File: src/rtl/cbpa_pkg.sv
// Shared types and constants of the chained bump pool allocator.
`timescale 1ns / 1ps
`default_nettype none

package cbpa_pkg;

    localparam int MAX_BLOCKS_DEF  = 16;
    localparam int OFFSET_BITS_DEF = 16;

    localparam int CMD_W      = 2;
    localparam int SIZE_W     = 16;
    localparam int STATUS_W   = 2;
    localparam int INDEX_W    = 4;
    localparam int OFFSET_W   = 16;
    localparam int COUNT_W    = 5;
    localparam int FAIL_W     = 3;
    localparam int IN_DATA_W  = 16;
    localparam int OUT_DATA_W = 32;

    localparam logic [SIZE_W-1:0] USABLE_RESET = 16'd4096;

    localparam logic [FAIL_W-1:0] FAIL_LIMIT = 3'd4;
    localparam logic [FAIL_W-1:0] FAIL_MAX   = 3'd7;

    localparam logic [CMD_W-1:0] CMD_ALLOC    = 2'd0;
    localparam logic [CMD_W-1:0] CMD_REWIND   = 2'd1;
    localparam logic [CMD_W-1:0] CMD_RECREATE = 2'd2;

    localparam logic [STATUS_W-1:0] STAT_OK        = 2'd0;
    localparam logic [STATUS_W-1:0] STAT_TOO_LARGE = 2'd1;
    localparam logic [STATUS_W-1:0] STAT_NO_BLOCK  = 2'd2;

    typedef enum logic [2:0] {
        S_CLEAR,
        S_IDLE,
        S_SCAN_RD,
        S_SCAN_CHK,
        S_FAIL_RD,
        S_FAIL_WR,
        S_APPEND,
        S_DONE
    } t_state;

    typedef struct packed {
        logic [STATUS_W-1:0] status;
        logic [INDEX_W-1:0]  block_index;
        logic [OFFSET_W-1:0] offset;
        logic [COUNT_W-1:0]  blocks_in_use;
    } t_result;

endpackage

`default_nettype wire

File: src/rtl/cbpa_ram.sv
// Generic single write port RAM with one registered read port.
`timescale 1ns / 1ps
`default_nettype none

module cbpa_ram #(
    parameter int WIDTH = 8,
    parameter int DEPTH = 16
) (
    input  wire logic                     i_clk,
    input  wire logic                     i_we,
    input  wire logic [$clog2(DEPTH)-1:0] i_waddr,
    input  wire logic [WIDTH-1:0]         i_wdata,
    input  wire logic [$clog2(DEPTH)-1:0] i_raddr,
    output logic      [WIDTH-1:0]         o_rdata
);

    logic [WIDTH-1:0] r_mem [DEPTH];

    always_ff @(posedge i_clk) begin
        if (i_we) begin
            r_mem[i_waddr] <= i_wdata;
        end
        o_rdata <= r_mem[i_raddr];
    end

endmodule

`default_nettype wire

File: src/rtl/cbpa_alu.sv
// Shared fit test, bump adder and failure count update.
`timescale 1ns / 1ps
`default_nettype none

module cbpa_alu #(
    parameter int FW = cbpa_pkg::OFFSET_BITS_DEF
) (
    input  wire logic [FW-1:0]               i_fill,
    input  wire logic [cbpa_pkg::SIZE_W-1:0] i_size,
    input  wire logic [cbpa_pkg::SIZE_W-1:0] i_usable,
    input  wire logic [cbpa_pkg::FAIL_W-1:0] i_fail,
    output logic                             o_fit,
    output logic      [FW-1:0]               o_sum,
    output logic      [cbpa_pkg::FAIL_W-1:0] o_fail_next,
    output logic                             o_fail_over
);
    import cbpa_pkg::*;

    localparam int SW = ((FW > SIZE_W) ? FW : SIZE_W) + 1;

    logic [SW-1:0] w_sum;

    // The block has room exactly when the bumped fill stays below capacity.
    assign w_sum       = SW'(i_fill) + SW'(i_size);
    assign o_fit       = w_sum < SW'(i_usable);
    assign o_sum       = w_sum[FW-1:0];
    assign o_fail_over = i_fail > FAIL_LIMIT;
    assign o_fail_next = (i_fail < FAIL_MAX) ? i_fail + 3'd1 : FAIL_MAX;

endmodule

`default_nettype wire

File: src/rtl/cbpa_seq.sv
// Command sequencer that walks the block table through the shared unit.
`timescale 1ns / 1ps
`default_nettype none

module cbpa_seq #(
    parameter int MAX_BLOCKS  = cbpa_pkg::MAX_BLOCKS_DEF,
    parameter int OFFSET_BITS = cbpa_pkg::OFFSET_BITS_DEF
) (
    input  wire logic                     i_clk,
    input  wire logic                     i_rst_n,
    input  wire logic                     i_start,
    input  wire logic [cbpa_pkg::CMD_W-1:0]  i_cmd,
    input  wire logic [cbpa_pkg::SIZE_W-1:0] i_size,
    input  wire logic [cbpa_pkg::SIZE_W-1:0] i_usable,
    output logic                          o_ready,
    output logic                          o_res_valid,
    input  wire logic                     i_res_take,
    output cbpa_pkg::t_result             o_res
);
    import cbpa_pkg::*;

    localparam int IW = $clog2(MAX_BLOCKS);
    localparam int CW = $clog2(MAX_BLOCKS + 1);
    localparam int FW = OFFSET_BITS;
    localparam int RW = FW + FAIL_W;

    t_state            r_state, n_state;
    logic [IW-1:0]     r_idx, n_idx;
    logic [IW-1:0]     r_cur, n_cur;
    logic [IW-1:0]     r_cur_new, n_cur_new;
    logic [CW-1:0]     r_count, n_count;
    logic              r_report, n_report;
    logic [SIZE_W-1:0] r_size, n_size;
    t_result           r_res, n_res;

    logic              w_we;
    logic [IW-1:0]     w_waddr;
    logic [RW-1:0]     w_wdata;
    logic [RW-1:0]     w_rdata;
    logic [FW-1:0]     w_rd_fill;
    logic [FAIL_W-1:0] w_rd_fail;

    logic [FW-1:0]     w_alu_fill;
    logic [SIZE_W-1:0] w_alu_size;
    logic              w_fit;
    logic [FW-1:0]     w_sum;
    logic [FAIL_W-1:0] w_fail_next;
    logic              w_fail_over;

    logic [CW:0]       w_idx_p1;
    logic [CW:0]       w_idx_p2;
    logic [CW:0]       w_cur_p1;
    logic [CW:0]       w_count_x;

    assign w_rd_fill = w_rdata[FW-1:0];
    assign w_rd_fail = w_rdata[RW-1:FW];
    assign w_idx_p1  = (CW+1)'(r_idx) + (CW+1)'(1);
    assign w_idx_p2  = (CW+1)'(r_idx) + (CW+1)'(2);
    assign w_cur_p1  = (CW+1)'(r_cur) + (CW+1)'(1);
    assign w_count_x = (CW+1)'(r_count);

    cbpa_ram #(
        .WIDTH (RW),
        .DEPTH (MAX_BLOCKS)
    ) u_ram (
        .i_clk   (i_clk),
        .i_we    (w_we),
        .i_waddr (w_waddr),
        .i_wdata (w_wdata),
        .i_raddr (r_idx),
        .o_rdata (w_rdata)
    );

    cbpa_alu #(
        .FW (FW)
    ) u_alu (
        .i_fill      (w_alu_fill),
        .i_size      (w_alu_size),
        .i_usable    (i_usable),
        .i_fail      (w_rd_fail),
        .o_fit       (w_fit),
        .o_sum       (w_sum),
        .o_fail_next (w_fail_next),
        .o_fail_over (w_fail_over)
    );

    always_ff @(posedge i_clk) begin
        if (!i_rst_n) begin
            r_state  <= S_CLEAR;
            r_idx    <= '0;
            r_cur    <= '0;
            r_count  <= CW'(1);
            r_report <= 1'b0;
        end else begin
            r_state  <= n_state;
            r_idx    <= n_idx;
            r_cur    <= n_cur;
            r_count  <= n_count;
            r_report <= n_report;
        end
        r_cur_new <= n_cur_new;
        r_size    <= n_size;
        r_res     <= n_res;
    end

    always_comb begin
        n_state     = r_state;
        n_idx       = r_idx;
        n_cur       = r_cur;
        n_cur_new   = r_cur_new;
        n_count     = r_count;
        n_report    = r_report;
        n_size      = r_size;
        n_res       = r_res;
        w_we        = 1'b0;
        w_waddr     = r_idx;
        w_wdata     = '0;
        w_alu_fill  = '0;
        w_alu_size  = r_size;
        o_ready     = 1'b0;
        o_res_valid = 1'b0;

        unique case (r_state)
            S_CLEAR: begin
                w_we = 1'b1;
                if (w_idx_p1 >= w_count_x) begin
                    n_idx   = '0;
                    n_state = r_report ? S_DONE : S_IDLE;
                end else begin
                    n_idx = r_idx + IW'(1);
                end
            end
            S_IDLE: begin
                o_ready    = 1'b1;
                w_alu_size = i_size;
                if (i_start) begin
                    n_size   = i_size;
                    n_report = 1'b1;
                    n_res    = '{status: STAT_OK, block_index: '0, offset: '0,
                                 blocks_in_use: '0};
                    priority case (i_cmd)
                        CMD_ALLOC: begin
                            if (!w_fit) begin
                                n_res.status = STAT_TOO_LARGE;
                                n_state      = S_DONE;
                            end else begin
                                n_idx   = r_cur;
                                n_state = S_SCAN_RD;
                            end
                        end
                        CMD_REWIND: begin
                            n_cur   = '0;
                            n_idx   = '0;
                            n_state = S_CLEAR;
                        end
                        CMD_RECREATE: begin
                            n_count = CW'(1);
                            n_cur   = '0;
                            n_idx   = '0;
                            n_state = S_CLEAR;
                        end
                        default: begin
                            n_state = S_DONE;
                        end
                    endcase
                end
            end
            S_SCAN_RD: begin
                n_state = S_SCAN_CHK;
            end
            S_SCAN_CHK: begin
                w_alu_fill = w_rd_fill;
                if (w_fit) begin
                    w_we              = 1'b1;
                    w_wdata           = {w_rd_fail, w_sum};
                    n_res.block_index = INDEX_W'(r_idx);
                    n_res.offset      = OFFSET_W'(w_rd_fill);
                    n_state           = S_DONE;
                end else if (w_idx_p1 < w_count_x) begin
                    n_idx   = r_idx + IW'(1);
                    n_state = S_SCAN_RD;
                end else if (w_count_x >= (CW+1)'(MAX_BLOCKS)) begin
                    n_res.status = STAT_NO_BLOCK;
                    n_state      = S_DONE;
                end else begin
                    n_cur_new = r_cur;
                    n_idx     = r_cur;
                    n_state   = (w_cur_p1 < w_count_x) ? S_FAIL_RD : S_APPEND;
                end
            end
            S_FAIL_RD: begin
                n_state = S_FAIL_WR;
            end
            S_FAIL_WR: begin
                w_we    = 1'b1;
                w_wdata = {w_fail_next, w_rd_fill};
                if (w_fail_over) begin
                    n_cur_new = r_idx + IW'(1);
                end
                if (w_idx_p2 < w_count_x) begin
                    n_idx   = r_idx + IW'(1);
                    n_state = S_FAIL_RD;
                end else begin
                    n_state = S_APPEND;
                end
            end
            S_APPEND: begin
                w_we              = 1'b1;
                w_waddr           = IW'(r_count);
                w_wdata           = {FAIL_W'(0), w_sum};
                n_res.block_index = INDEX_W'(r_count);
                n_res.offset      = '0;
                n_count           = r_count + CW'(1);
                n_cur             = r_cur_new;
                n_state           = S_DONE;
            end
            S_DONE: begin
                o_res_valid = 1'b1;
                if (i_res_take) begin
                    n_state = S_IDLE;
                end
            end
            default: begin
                n_state = S_IDLE;
            end
        endcase
    end

    always_comb begin
        o_res               = r_res;
        o_res.blocks_in_use = COUNT_W'(r_count);
    end

endmodule

`default_nettype wire

File: src/rtl/chained_bump_pool_allocator_top.sv
// Top level of the chained bump pool allocator with config register and output word.
//
// Channel   Dir  tdata                   tuser
// s_axis    in   [15:0] alloc_size       [1:0] command
// m_axis    out  [3:0] block_index,      [1:0] status
//                [19:4] offset, [24:20] blocks_in_use
// cfg       in   i_cfg_wr_data = usable_bytes, written when i_cfg_wr_en is high
//
// An allocate reads and then checks each block scanned from the current block, reads and
// then writes each block whose failure count is raised, and may append a block at the end;
// the block table RAM with its registered read port splits each block step into a read and a
// check or write. Rewind clears every block in use, recreate clears the first entry only.
// After reset the sequencer clears the first table entry before the first word is accepted.
// A result word waits in the output register while the next word is accepted; while that
// register is full and stalled, the sequencer holds its result and accepts no word.
`timescale 1ns / 1ps
`default_nettype none

module chained_bump_pool_allocator_top #(
    parameter int MAX_BLOCKS  = cbpa_pkg::MAX_BLOCKS_DEF,
    parameter int OFFSET_BITS = cbpa_pkg::OFFSET_BITS_DEF
) (
    input  wire logic                            i_clk,
    input  wire logic                            i_rst_n,
    input  wire logic                            s_axis_tvalid,
    output logic                                 s_axis_tready,
    input  wire logic [cbpa_pkg::IN_DATA_W-1:0]  s_axis_tdata,  // [15:0] alloc_size
    input  wire logic [cbpa_pkg::CMD_W-1:0]      s_axis_tuser,  // [1:0] command
    output logic                                 m_axis_tvalid,
    input  wire logic                            m_axis_tready,
    output logic      [cbpa_pkg::OUT_DATA_W-1:0] m_axis_tdata,  // block_index, offset, blocks_in_use
    output logic      [cbpa_pkg::STATUS_W-1:0]   m_axis_tuser,  // [1:0] status
    input  wire logic                            i_cfg_wr_en,
    input  wire logic [cbpa_pkg::SIZE_W-1:0]     i_cfg_wr_data
);
    import cbpa_pkg::*;

    logic [SIZE_W-1:0] r_usable;
    logic              r_out_valid, n_out_valid;
    t_result           r_out;
    logic              w_ready;
    logic              w_res_valid;
    logic              w_take;
    t_result           w_res;

    cbpa_seq #(
        .MAX_BLOCKS  (MAX_BLOCKS),
        .OFFSET_BITS (OFFSET_BITS)
    ) u_seq (
        .i_clk       (i_clk),
        .i_rst_n     (i_rst_n),
        .i_start     (s_axis_tvalid & w_ready),
        .i_cmd       (s_axis_tuser),
        .i_size      (s_axis_tdata[SIZE_W-1:0]),
        .i_usable    (r_usable),
        .o_ready     (w_ready),
        .o_res_valid (w_res_valid),
        .i_res_take  (w_take),
        .o_res       (w_res)
    );

    assign w_take      = w_res_valid & (~r_out_valid | m_axis_tready);
    assign n_out_valid = w_take | (r_out_valid & ~m_axis_tready);

    always_ff @(posedge i_clk) begin
        if (!i_rst_n) begin
            r_usable    <= USABLE_RESET;
            r_out_valid <= 1'b0;
        end else begin
            if (i_cfg_wr_en) begin
                r_usable <= i_cfg_wr_data;
            end
            r_out_valid <= n_out_valid;
        end
        if (w_take) begin
            r_out <= w_res;
        end
    end

    assign s_axis_tready = w_ready;
    assign m_axis_tvalid = r_out_valid;
    assign m_axis_tuser  = r_out.status;
    assign m_axis_tdata  = OUT_DATA_W'({r_out.blocks_in_use, r_out.offset, r_out.block_index});

endmodule

`default_nettype wire

File: config.mk
export PLATFORM = sky130hd
export DESIGN_NAME = chained_bump_pool_allocator_top
export DESIGN_NICKNAME = d
export VERILOG_FILES = /design/src/rtl/cbpa_pkg.sv /design/src/rtl/cbpa_ram.sv /design/src/rtl/cbpa_alu.sv /design/src/rtl/cbpa_seq.sv /design/src/rtl/chained_bump_pool_allocator_top.sv
export SDC_FILE = /design/constraint.sdc
export NUM_CORES = 1
export LEC_CHECK = 0
export BUFFER_PORTS_ARGS = -buffer_cell sky130_fd_sc_hd__buf_4
export CELL_PAD_IN_SITES_DETAIL_PLACEMENT = 0
export CELL_PAD_IN_SITES_GLOBAL_PLACEMENT = 1
export CORE_MARGIN = 3
export CORE_UTILIZATION = 55
export DETAILED_ROUTE_END_ITERATION = 12
export GPL_TIMING_DRIVEN = 0
export PLACE_DENSITY = 0.79
export SETUP_SLACK_MARGIN = 0.5
export SLEW_MARGIN = 10
export SYNTH_ARGS = -nofsm -noshare
export SYNTH_HDL_FRONTEND = slang
export SYNTH_SLANG_ARGS = --single-unit
File: constraint.sdc
create_clock -name i_clk -period 9.55 [get_ports i_clk]
set_input_delay 0.955 -clock i_clk [delete_from_list [all_inputs] [get_ports i_clk]]
set_output_delay 0.955 -clock i_clk [all_outputs]
set_load 0.1 [all_outputs]
==> results of run 1 <==
[state kept, by name, summed over array words and instances (netlist names), 2 cells and up]
register and cells:
m_axis_tuser 2, u_seq.u_ram.o_rdata 19, u_seq.u_ram.r_mem 304, u_seq.r_count 5, u_seq.o_res 22, u_seq.r_size 16, r_usable 16, u_seq.r_cur_new 4
m_axis_tdata 25, u_seq.r_state 3, u_seq.r_cur 4, u_seq.r_idx 4
[cell families (layout without fill, tap and decap cells)]
group	after synthesis	count (layout)	synth area share
flops	426	426	0.6825
fa+ha+maj	57	57	0.04053
compound gates	135	135	0.05306
mux	113	113	0.1291
other cells	1	7	0.0002087
buf+inv	98	244	0.02319
simple gates	238	238	0.06121
xor+xnor	21	21	0.01024
[placed cells by master (no fill, tap or decap), types with 5 or more instances in the layout]
master     Yosys  routed
edfxtp_1     373     373
mux4_2        95      95
nand2_1       93      93
buf_4          7      74
ha_1          55      55
dfxtp_1       53      53
nor2_1        63      47
clkbuf_16      0      43
inv_1         41      41
clkbuf_1      34      40
and2_1        33      33
a21oi_1       28      27
o21ai_0       27      25
mux2i_1       18      18
nor2_4         0      16
xnor2_1       15      15
a22o_1        15      15
buf_1         11      11
clkinv_2       0      10
a31oi_1        9       9
clkinv_1       2       8
and3_1         7       7
nor3_1         7       7
conb_1         1       7
xor2_1         6       6
a21o_1         6       6
nor2b_1        7       6
nand3_1        6       6
nand2b_1       5       5
or3_1          5       5
[report_power, final]
| group | leakage [uW] | internal [uW] | total [uW] | switching, uW |
|---|---|---|---|---|
| registers | 0.00390 | 2350 | 2430 | 86.9 |
| logic | 0.00253 | 465 | 1320 | 854 |
| clock network | 0.000684 | 951 | 1670 | 722 |
| total | 0.00711 | 3760 | 5430 | 1660 |
[worst register-to-register path, delay by kind of cell, from the launching register on]
kind                       cells  cell delay [ns]
AOI/OAI and AO/OA              6             1.87
xor gates and xnor gates       1             0.20
adders and majority gates      2             0.56
buffers and inverters          3             1.02
DFF                            1             0.34
and+or+nand+nor               10             3.13
[metal layers]
layer,vias to the layer above,track usage
li1,4448,-
met1,5081,0.3543
met4,0,0.06310
met2,447,0.3816
met3,66,0.04922
met5,-,0
[per-stage QoR]
stage	total power (uW)	utilization	hold WS, ns	area, um^2	std cells
finish	5425	0.6457	0.4190	20590	1676
global route	5672	0.6457	0.4244	20590	1676
CTS	5451	0.6457	0.4192	20580	1676
detailed placement	3780	0.6016	0.4045	19180	1598
global placement	3722	0.5969	0.4012	19030	1596
floorplan	3343	-	0.4003	17990	1095
[layout make-up]
cell class	count	share of cell area
sequential	426	0.5956
multi-input combinational	571	0.2644
clock buffer	50	0.05355
tap	435	0.02644
timing repair buffer	68	0.02498
clock inverter	28	0.01471
buffer	55	0.01246
inverter	43	0.007841
[worst max path at each step]
stage	start	slack [ns]	cells after the start	end
after global placement	u_seq.r_state[1]$_SDFFE_PN0P_	1.13	22	u_seq.u_ram.r_mem[12][5]$_DFFE_PP_
after floorplan	u_seq.r_state[1]$_SDFFE_PN0P_	2.73	23	u_seq.o_res[10]$_DFFE_PP_
final	u_seq.r_state[1]$_SDFFE_PN0P_	2.07	22	u_seq.u_ram.r_mem[13][18]$_DFFE_PP_
after CTS	u_seq.r_state[1]$_SDFFE_PN0P_	2.12	22	u_seq.u_ram.r_mem[0][6]$_DFFE_PP_
after detailed placement	u_seq.r_state[1]$_SDFFE_PN0P_	2.17	22	u_seq.u_ram.r_mem[0][5]$_DFFE_PP_
after global routing	u_seq.r_state[1]$_SDFFE_PN0P_	1.64	22	u_seq.u_ram.r_mem[0][14]$_DFFE_PP_
==> out/summary.txt, run 1 <==
crit-path leading delay family = simple AND/OR/NAND/NOR gates
Max FO, Critical Path = 19
Register Area = 0.01226 mm^2
Post-Route WL = 41.93 mm
post-CTS sizing = 0
# nets final = 1,304
chip width = 186.7 um
Vias = 10,040
DR DRC count = 0
Worst slew margin = 0.1999
Final Hold Viols = 0
vias per std cell = 5.992
RSZ-0062 raised after global routing = no
routed wl met3 = 3.482 mm
cell area after synthesis = 0.01797 mm^2
r2r startpoint = u_seq.r_state[1]$_SDFFE_PN0P_
postcts setup bufs = 0
PnR worst setup slack = 2.067 ns
flop2flop setup slack = 2.07 ns
pre-CTS setup slack = 2.170 ns
initial antenna violation count = 0
Multi-input gate area = 0.005443 mm^2
Overall Global Routing Usage = 0.2429
CTS tree = yes
CP Class = reg -> reg
clk sinks = 426
cell taking the most area after synthesis = edfxtp_1
# setup viols final = 0
fmax = 133.6 MHz
gr ovfl total = 0
CP cell instances = clkbuf_1, nor2_1, nand2_1, clkinv_1, clkbuf_1, nand2_1, nand2_1, ha_1, and2_1, o2111ai_1, o21ai_0, o41ai_1, o21bai_1, a41oi_1, xnor2_1, ha_1, nor2b_1, a2111o_1, nor3_4, nor2_1, or3_1, nor2_4
YS warnings = 0
share of post-route cells with drive strength above 1 = 0.2143
maxcap violations = 0
die height = 186.7 um
hold path startpoint = u_seq.o_res[8]$_DFFE_PP_
met2 wire length = 19.86 mm
post-synth cell types = 63
setup tns final = 0 ns
endpoint of the worst register-to-register path = u_seq.u_ram.r_mem[13][18]$_DFFE_PP_
CTS Buf Count = 43
Clock Skews = 0.02452 ns
FP Rows = 65
Peak VDD IR = 0.1450 mV
max incr delay on CP = 0.76 ns
initial DRC count = 935
filler cell count = 2,312
status = finished clean
most frequent cell on the critical path = nand2_1
Pleak = 0.007110 uW
most frequent cell after synthesis = edfxtp_1
starting density of the core = 0.5636
max layer used = met4
routed len/inst = 25.02 um
Port Buffer Count = 66
CP arrival = 7.66 ns
reg2reg path depth = 22
worst-margin pin slew = 1.200 ns
Syn Inst Count = 1,089
area grow syn2layout = 14.58%
Post-synth EDFFs = 373
WHS Path Cells = 0
Hold Crit Endpoint = m_axis_tdata[7]$_DFFE_PP_
Power Dens Cells = 263.5 mW/mm^2
final period utilization = 0.7836
M1 WL = 17.67 mm
hold_buf cts = 0
syn_area_per_cell = 16.50 um^2
Hold Crit Class = reg -> reg
fraction of registers with async set/reset = 0
GPL Wtd Cong = 0.8846
vias in the first global route = 10,050
drt pass-1 iters = 5
root buf cell = clkbuf_16
Post-DRT Antenna Nets = 0
die area = 0.03487 mm^2
CP Capture Type = register
Reg clk slew, reported paths = 0.06 ns
top cells by count, synth = edfxtp_1, mux4_2, nand2_1
Crit-path slowest cell = nor2_4
IO Count = 75
Max Slew Vio Count = 0
CP bufs+invs = 3
Yosys top cell area share = 0.6234
Critical Path RT = 9.72 ns
Clk Latency, worst-skew pair = 0.56 ns
core box area = 0.03188 mm^2
Antenna Cells = 0
Post-DP HPWL = 26.24 mm
Synth area leaders = edfxtp_1, mux4_2, dfxtp_1
synthesized flop and latch total = 426
H-tree lvl count = 2
Synth Flop Type = edfxtp_1
largest net degree at the start of global routing = 28
Seq/Total Area, Yosys = 0.6825
clk buf depth = 3
Worst setup SP type = register
Tmin final = 7.483 ns
first-pass GRT wire length = 63.73 mm
Note: power is estimated with default switching activity, not from simulation.
==> run 2, diff against run 1 <==
- CORE_UTILIZATION: 55 -> 53
- PLACE_DENSITY: 0.79 -> 0.77
- clock period: 9.55 -> 7.1 ns (I/O delays scaled with it)
==> run 2 against run 1 <==
Combinational power is 41% higher. Sequential share of layout area is 1.6 points lower. Worst hold slack worse by 0.083 ns. Critical path depth is 4 higher. Cell area is 2.8% higher. Total power is 35% higher. Register-to-register slack worse by 1.1 ns. Clock skew is 0.013 ns lower. Via count hardly changed. Maximum frequency is 21% higher. Clock power is 32% higher. Critical path type unchanged. Critical endpoint is now u_seq.u_ram.r_mem[9][9]$_DFFE_PP_. Largest cell class unchanged.
==> out/summary.txt, run 2 (synthesis results as in run 1) <==
Vias = 10,050 (+0.060%)
Antenna Cells = 0 (unchanged)
Post-Route WL = 42.11 mm (+0.44%)
Worst setup startpoint = u_seq.r_state[1]$_SDFFE_PN0P_
Hold Crit Endpoint = u_seq.r_size[8]$_DFFE_PP_
die area = 0.03615 mm^2 (+3.7%)
largest net degree at the start of global routing = 28 (unchanged)
DR DRC count = 0 (unchanged)
Overall Global Routing Usage = 0.2381 (-0.004792)
RSZ-0062 raised after global routing = no
FP Rows = 66 (+1.5%)
Max Slew Vio Count = 0 (unchanged)
Worst setup SP type = register
Pleak = 0.007392 uW (+4.0%)
first-pass GRT wire length = 63.51 mm (-0.35%)
# setup viols final = 0 (unchanged)
flop2flop setup slack = 0.92 ns (-1.15 ns)
Clk Latency, worst-skew pair = 0.56 ns (about the same)
chip width = 190.1 um (+1.8%)
Max FO, Critical Path = 16 (-3)
WHS Path Cells = 1 (+1)
Biggest register = u_seq.u_ram.r_mem
Fin Hold WS = 0.3362 ns (-0.08288 ns)
Post-DRT Antenna Nets = 0 (unchanged)
reg2reg path depth = 26 (+18%)
final period utilization = 0.8706 (+0.08696)
Reg clk slew, reported paths = 0.06 ns (about the same)
drt pass-1 iters = 5 (unchanged)
CTS Buf Count = 44 (+2.3%)
Clock Skews = 0.01165 ns (-0.01286 ns)
Port Buffer Count = 66 (unchanged)
vias in the first global route = 10,230 (+1.7%)
initial DRC count = 942 (+0.75%)
H-tree lvl count = 2 (unchanged)
core box area = 0.03295 mm^2 (+3.4%)
routed len/inst = 24.56 um (-1.8%)
maxcap violations = 0 (unchanged)
fmax = 161.8 MHz (+21%)
total power = 7334 uW (+35%)
GPL Wtd Cong = 0.8600 (-2.8%)
IO Count = 75 (unchanged)
worst-margin pin slew = 1.084 ns (-0.1165 ns)
Worst slew margin = 0.2776 (+0.07764)
Peak VDD IR = 0.2014 mV (+39%)
CP arrival = 6.44 ns (-1.22 ns)
die height = 190.1 um (+1.8%)
most frequent cells in the layout = edfxtp_1, mux4_2, nand2_1, buf_4, ha_1
CTS tree = yes
Critical Path RT = 7.36 ns (-2.36 ns)
gr ovfl total = 0 (unchanged)
pre-CTS setup slack = -0.007141 ns (-2.177 ns)
Post-DP HPWL = 27.44 mm (+4.6%)
most common cell after layout, fill and taps aside = edfxtp_1
max reg flops = 304 (unchanged)
CP Class = reg -> reg
root buf cell = clkbuf_16
share of post-route cells with drive strength above 1 = 0.2506 (+0.03625)
Final Hold Viols = 0 (unchanged)
initial antenna violation count = 0 (unchanged)
status = finished clean
PnR worst setup slack = 0.9191 ns (-1.148 ns)
Tmin final = 6.181 ns (-1.302 ns)
hold path startpoint = s_axis_tdata[8]
Hold Crit Class = in -> reg
area grow syn2layout = 17.73%
endpoint of the worst register-to-register path = u_seq.u_ram.r_mem[9][9]$_DFFE_PP_
clk sinks = 426 (unchanged)
vias per std cell = 5.859 (-2.2%)
starting density of the core = 0.5453 (-0.01828)
r2r startpoint = u_seq.r_state[1]$_SDFFE_PN0P_
clk buf depth = 3 (unchanged)
# nets final = 1,337 (+2.5%)
CP Capture Type = register
Power Dens Cells = 346.7 mW/mm^2 (+32%)
==> run 2: cell count changes in the layout (fill, tap and decap cells not counted), moves of 6 or more <==
cell / delta
buf_12: +16
clkbuf_2: +10
a22o_2: +10
buf_8: +6
a22o_1: -10
buf_4: +8
==> run 2: power breakdown <==
group / internal [uW] / switching, uW
registers: 3150 / 118
clock network: 1280 / 930
logic: 680 / 1180
total: 5110 / 2220
==> run 2: worst max-delay path by stage <==
| stage | to | slack, ns |
|---|---|---|
| floorplan | u_seq.o_res[10]$_DFFE_PP_ | 0.73 |
| global placement | u_seq.u_ram.r_mem[13][5]$_DFFE_PP_ | -0.94 |
| detailed placement | u_seq.u_ram.r_mem[12][5]$_DFFE_PP_ | -0.007 |
| CTS | u_seq.u_ram.r_mem[13][8]$_DFFE_PP_ | 0.51 |
| global route | u_seq.u_ram.r_mem[11][5]$_DFFE_PP_ | 0.55 |
| finish | u_seq.u_ram.r_mem[9][9]$_DFFE_PP_ | 0.92 |
==> run 2: what timing repair did <==
item,in CTS,in global routing
hold buffers,0,0
pin swaps,16,1
buffers inserted,23,1
cloned,0,0
resized for setup,15,24
endpoints found under the setup margin,590,597
==> run 2: per-layer routing <==
metal	wire length [um]	part of all wire	GRT usage	vias to the layer above
met1	17830	0.42	0.3388	5031
met5	0	0	0	-
li1	-	-	-	4516
met4	1287	0.031	0.07450	0
met2	20230	0.48	0.3851	425
met3	2767	0.066	0.03630	76
==> run 2: critical path, cell delays in order (launching register included) <==
cell and delay, ns:
dfxtp_1 0.34, clkbuf_2 0.20, nor2_2 0.26, nand2_2 0.19, clkbuf_2 0.28, nand2_1 0.11, nand2_1 0.07, ha_1 0.23
inv_1 0.08, fa_1 0.21, nor2b_1 0.07, o31a_1 0.29, or4_1 0.42, a31oi_1 0.28, o21ai_0 0.17, xor2_1 0.20
ha_1 0.33, nand3_1 0.09, or4_1 0.55, a31oi_2 0.26, nor3_4 0.10, and2_4 0.17, buf_6 0.12, or2_1 0.21
buf_6 0.14, buf_6 0.14, a22o_2 0.34
==> run 2: cell type report <==
cell class                      count  area [um^2]
Multi-Input combinational cell    571         5484
Clock inverter                     19        205.2
Timing Repair Buffer              100         1040
Tap cell                          442        553.0
Fill cell                        2291        11800
Buffer                             55        269.0
Inverter                           43        162.7
Sequential cell                   426        12260
Clock buffer                       59         1177
==> run 2: through the flow <==
step	utilization	cell area [um^2]	cells	setup TNS [ns]
2_1_floorplan	-	17990	1095	0
3_3_place_gp	0.5778	19040	1603	-281.56
3_5_place_dp	0.5856	19290	1613	-0.06872
4_1_cts	0.6406	21110	1714	0
5_1_grt	0.6420	21150	1715	0
6_report	0.6420	21150	1715	0
==> run 3, diff against run 2 <==
- CORE_UTILIZATION: 53 -> 55
- CTS_BUF_LIST: unset -> sky130_fd_sc_hd__clkbuf_4 sky130_fd_sc_hd__clkbuf_8
- PLACE_DENSITY: 0.77 -> 0.79
==> run 3 against run 2 <==
Die area decreased by 3.5%. Count of clock-buffer cells in the layout increased by 41. Maximum frequency decreased by 2.1%. First-iteration DRC count decreased by 10%. Clock skew increased by 0.022 ns. Combinational power about the same. Highest routed layer unchanged.
==> out/summary.txt, run 3 (synthesis results as in run 1) <==
vias in the first global route = 10,320 (+0.96%)
Multi-input gate area = 0.005482 mm^2 (about the same)
Vias = 10,160 (+1.1%)
FP Rows = 65 (-1.5%)
# nets final = 1,361 (+1.8%)
status = finished clean
CTS Buf Count = 69 (+57%)
root buf cell = clkbuf_8
CP arrival = 6.56 ns (+0.12 ns)
worst-margin pin slew = 1.202 ns (+0.1181 ns)
gr ovfl total = 0 (unchanged)
Register Area = 0.01226 mm^2 (unchanged)
largest net degree at the start of global routing = 28 (unchanged)
Port Buffer Count = 66 (unchanged)
Post-DP HPWL = 26.91 mm (-1.9%)
die area = 0.03487 mm^2 (-3.5%)
Antenna Cells = 0 (unchanged)
Hold Crit Class = in -> reg
Post-Route WL = 40.43 mm (-4.0%)
Pleak = 0.007437 uW (+0.61%)
area grow syn2layout = 17.57%
most frequent cells in the layout = edfxtp_1, mux4_2, nand2_1, buf_4, clkbuf_8
starting density of the core = 0.5636 (+0.01828)
Reg clk slew, reported paths = 0.06 ns (about the same)
Biggest register = u_seq.u_ram.r_mem
GPL Wtd Cong = 0.8923 (+3.8%)
routed len/inst = 23.08 um (-6.0%)
Area after DPL = 0.01927 mm^2 (-0.11%)
RSZ-0062 raised after global routing = no
filler cell count = 2,230 (-2.7%)
clk sinks = 426 (unchanged)
share of post-route cells with drive strength above 1 = 0.2817 (+0.03111)
H-tree lvl count = 3 (+1)
first-pass GRT wire length = 62.38 mm (-1.8%)
initial DRC count = 846 (-10%)
core box area = 0.03188 mm^2 (-3.2%)
Final Hold Viols = 0 (unchanged)
Post-DRT Antenna Nets = 0 (unchanged)
Peak VDD IR = 0.1994 mV (-0.98%)
Max FO, Critical Path = 16 (unchanged)
Worst setup SP type = register
Clk Latency, worst-skew pair = 0.60 ns (+0.04 ns)
Critical Path RT = 7.35 ns (about the same)
initial antenna violation count = 0 (unchanged)
post-route cell area = 0.02112 mm^2 (-0.14%)
max reg flops = 304 (unchanged)
IO Count = 75 (unchanged)
die height = 186.7 um (-1.8%)
most common cell after layout, fill and taps aside = edfxtp_1
final period utilization = 0.8893 (+0.01874)
fmax = 158.4 MHz (-2.1%)
Tmin final = 6.314 ns (+0.1331 ns)
vias per std cell = 5.796 (-1.1%)
Overall Global Routing Usage = 0.2356 (-0.002456)
clk buf depth = 3 (unchanged)
Max Slew Vio Count = 0 (unchanged)
setup tns final = 0 ns (unchanged)
Worst slew margin = 0.1989 (-0.07872)
CTS tree = yes
Clock Skews = 0.03412 ns (+0.02247 ns)
CP Class = reg -> reg
maxcap violations = 0 (unchanged)
# setup viols final = 0 (unchanged)
CP Capture Type = register
drt pass-1 iters = 5 (unchanged)
Power Dens Cells = 341.6 mW/mm^2 (-1.5%)
chip width = 186.7 um (-1.8%)
DR DRC count = 0 (unchanged)
## run 3: cell types whose count changed in the layout (fill, tap and decap cells not counted), sizes merged
cell,delta
clkinv,+2
bufinv,-1
inv,+2
clkinvlp,+1
clkbuf,+40
## run 3: worst paths after layout
check	start	to	slack (ns)	cells after the start
max	u_seq.r_state[1]$_SDFFE_PN0P_	u_seq.u_ram.r_mem[8][3]$_DFFE_PP_	0.79	26
min	s_axis_tdata[6]	u_seq.r_size[6]$_DFFE_PP_	0.29	1
max reg2reg	u_seq.r_state[1]$_SDFFE_PN0P_	u_seq.u_ram.r_mem[8][3]$_DFFE_PP_	0.79	26
min reg2reg	u_seq.o_res[12]$_DFFE_PP_	m_axis_tdata[11]$_DFFE_PP_	0.41	0
## run 3: stage by stage
step	util	setup WS (ns)	hold slack, ns	std cells	power [uW]
finish	0.6626	0.7860	0.2924	1752	7217
global route	0.6626	0.5072	0.2621	1752	7569
CTS	0.6616	0.5153	0.2460	1751	7236
detailed placement	0.6046	-0.05203	0.4045	1606	5075
global placement	0.5969	-0.9778	0.4005	1596	5008
floorplan	-	0.7271	0.4003	1095	4497
## run 3: layout make-up
| cell class | count | share of cell area |
|---|---|---|
| repair buffers | 99 | 0.04887 |
| flip-flops and latches | 426 | 0.5805 |
| well taps | 435 | 0.02577 |
| plain buffers | 55 | 0.01268 |
| multi-input cells | 571 | 0.2595 |
| clock buffers | 100 | 0.05627 |
| inverters | 43 | 0.007700 |
| clock inverters | 23 | 0.008766 |
## run 3: critical path, stage by stage (launching register included)
cell and delay, ns:
dfxtp_1 0.34, clkbuf_2 0.20, nor2_2 0.29, nand2_2 0.21, clkbuf_2 0.28, nand2_1 0.12, nand2_1 0.07, ha_1 0.23
inv_1 0.08, fa_1 0.22, nor2b_1 0.07, o31a_1 0.30, or4_1 0.43, a31oi_2 0.24, o21ai_0 0.16, xor2_1 0.20
ha_1 0.33, nand3_1 0.10, or4_1 0.56, a31oi_2 0.27, nor3_4 0.11, and2_4 0.17, buf_6 0.12, or2_1 0.21
buf_6 0.14, buf_6 0.14, a22o_1 0.36
## run 3: report_power, final
part           internal [uW]  switching, uW  total (uW)
Sequential              3150            113        3260
Clock                   1160            941        2100
Combinational            679           1170        1850
Total                   4990           2230        7220
## run 3: routing by layer
layer / share of wire / global-route usage
met4: 0.031 / 0.08229
met5: 0 / 0
met3: 0.067 / 0.05054
met1: 0.44 / 0.3371
met2: 0.47 / 0.3649
## run 3: timing repair
action | in CTS | in global routing
hold buffers | 0 | 0
setup endpoints to repair | 596 | 632
gates resized for setup | 22 | 16
pin swaps | 16 | 1
buffers inserted | 22 | 1
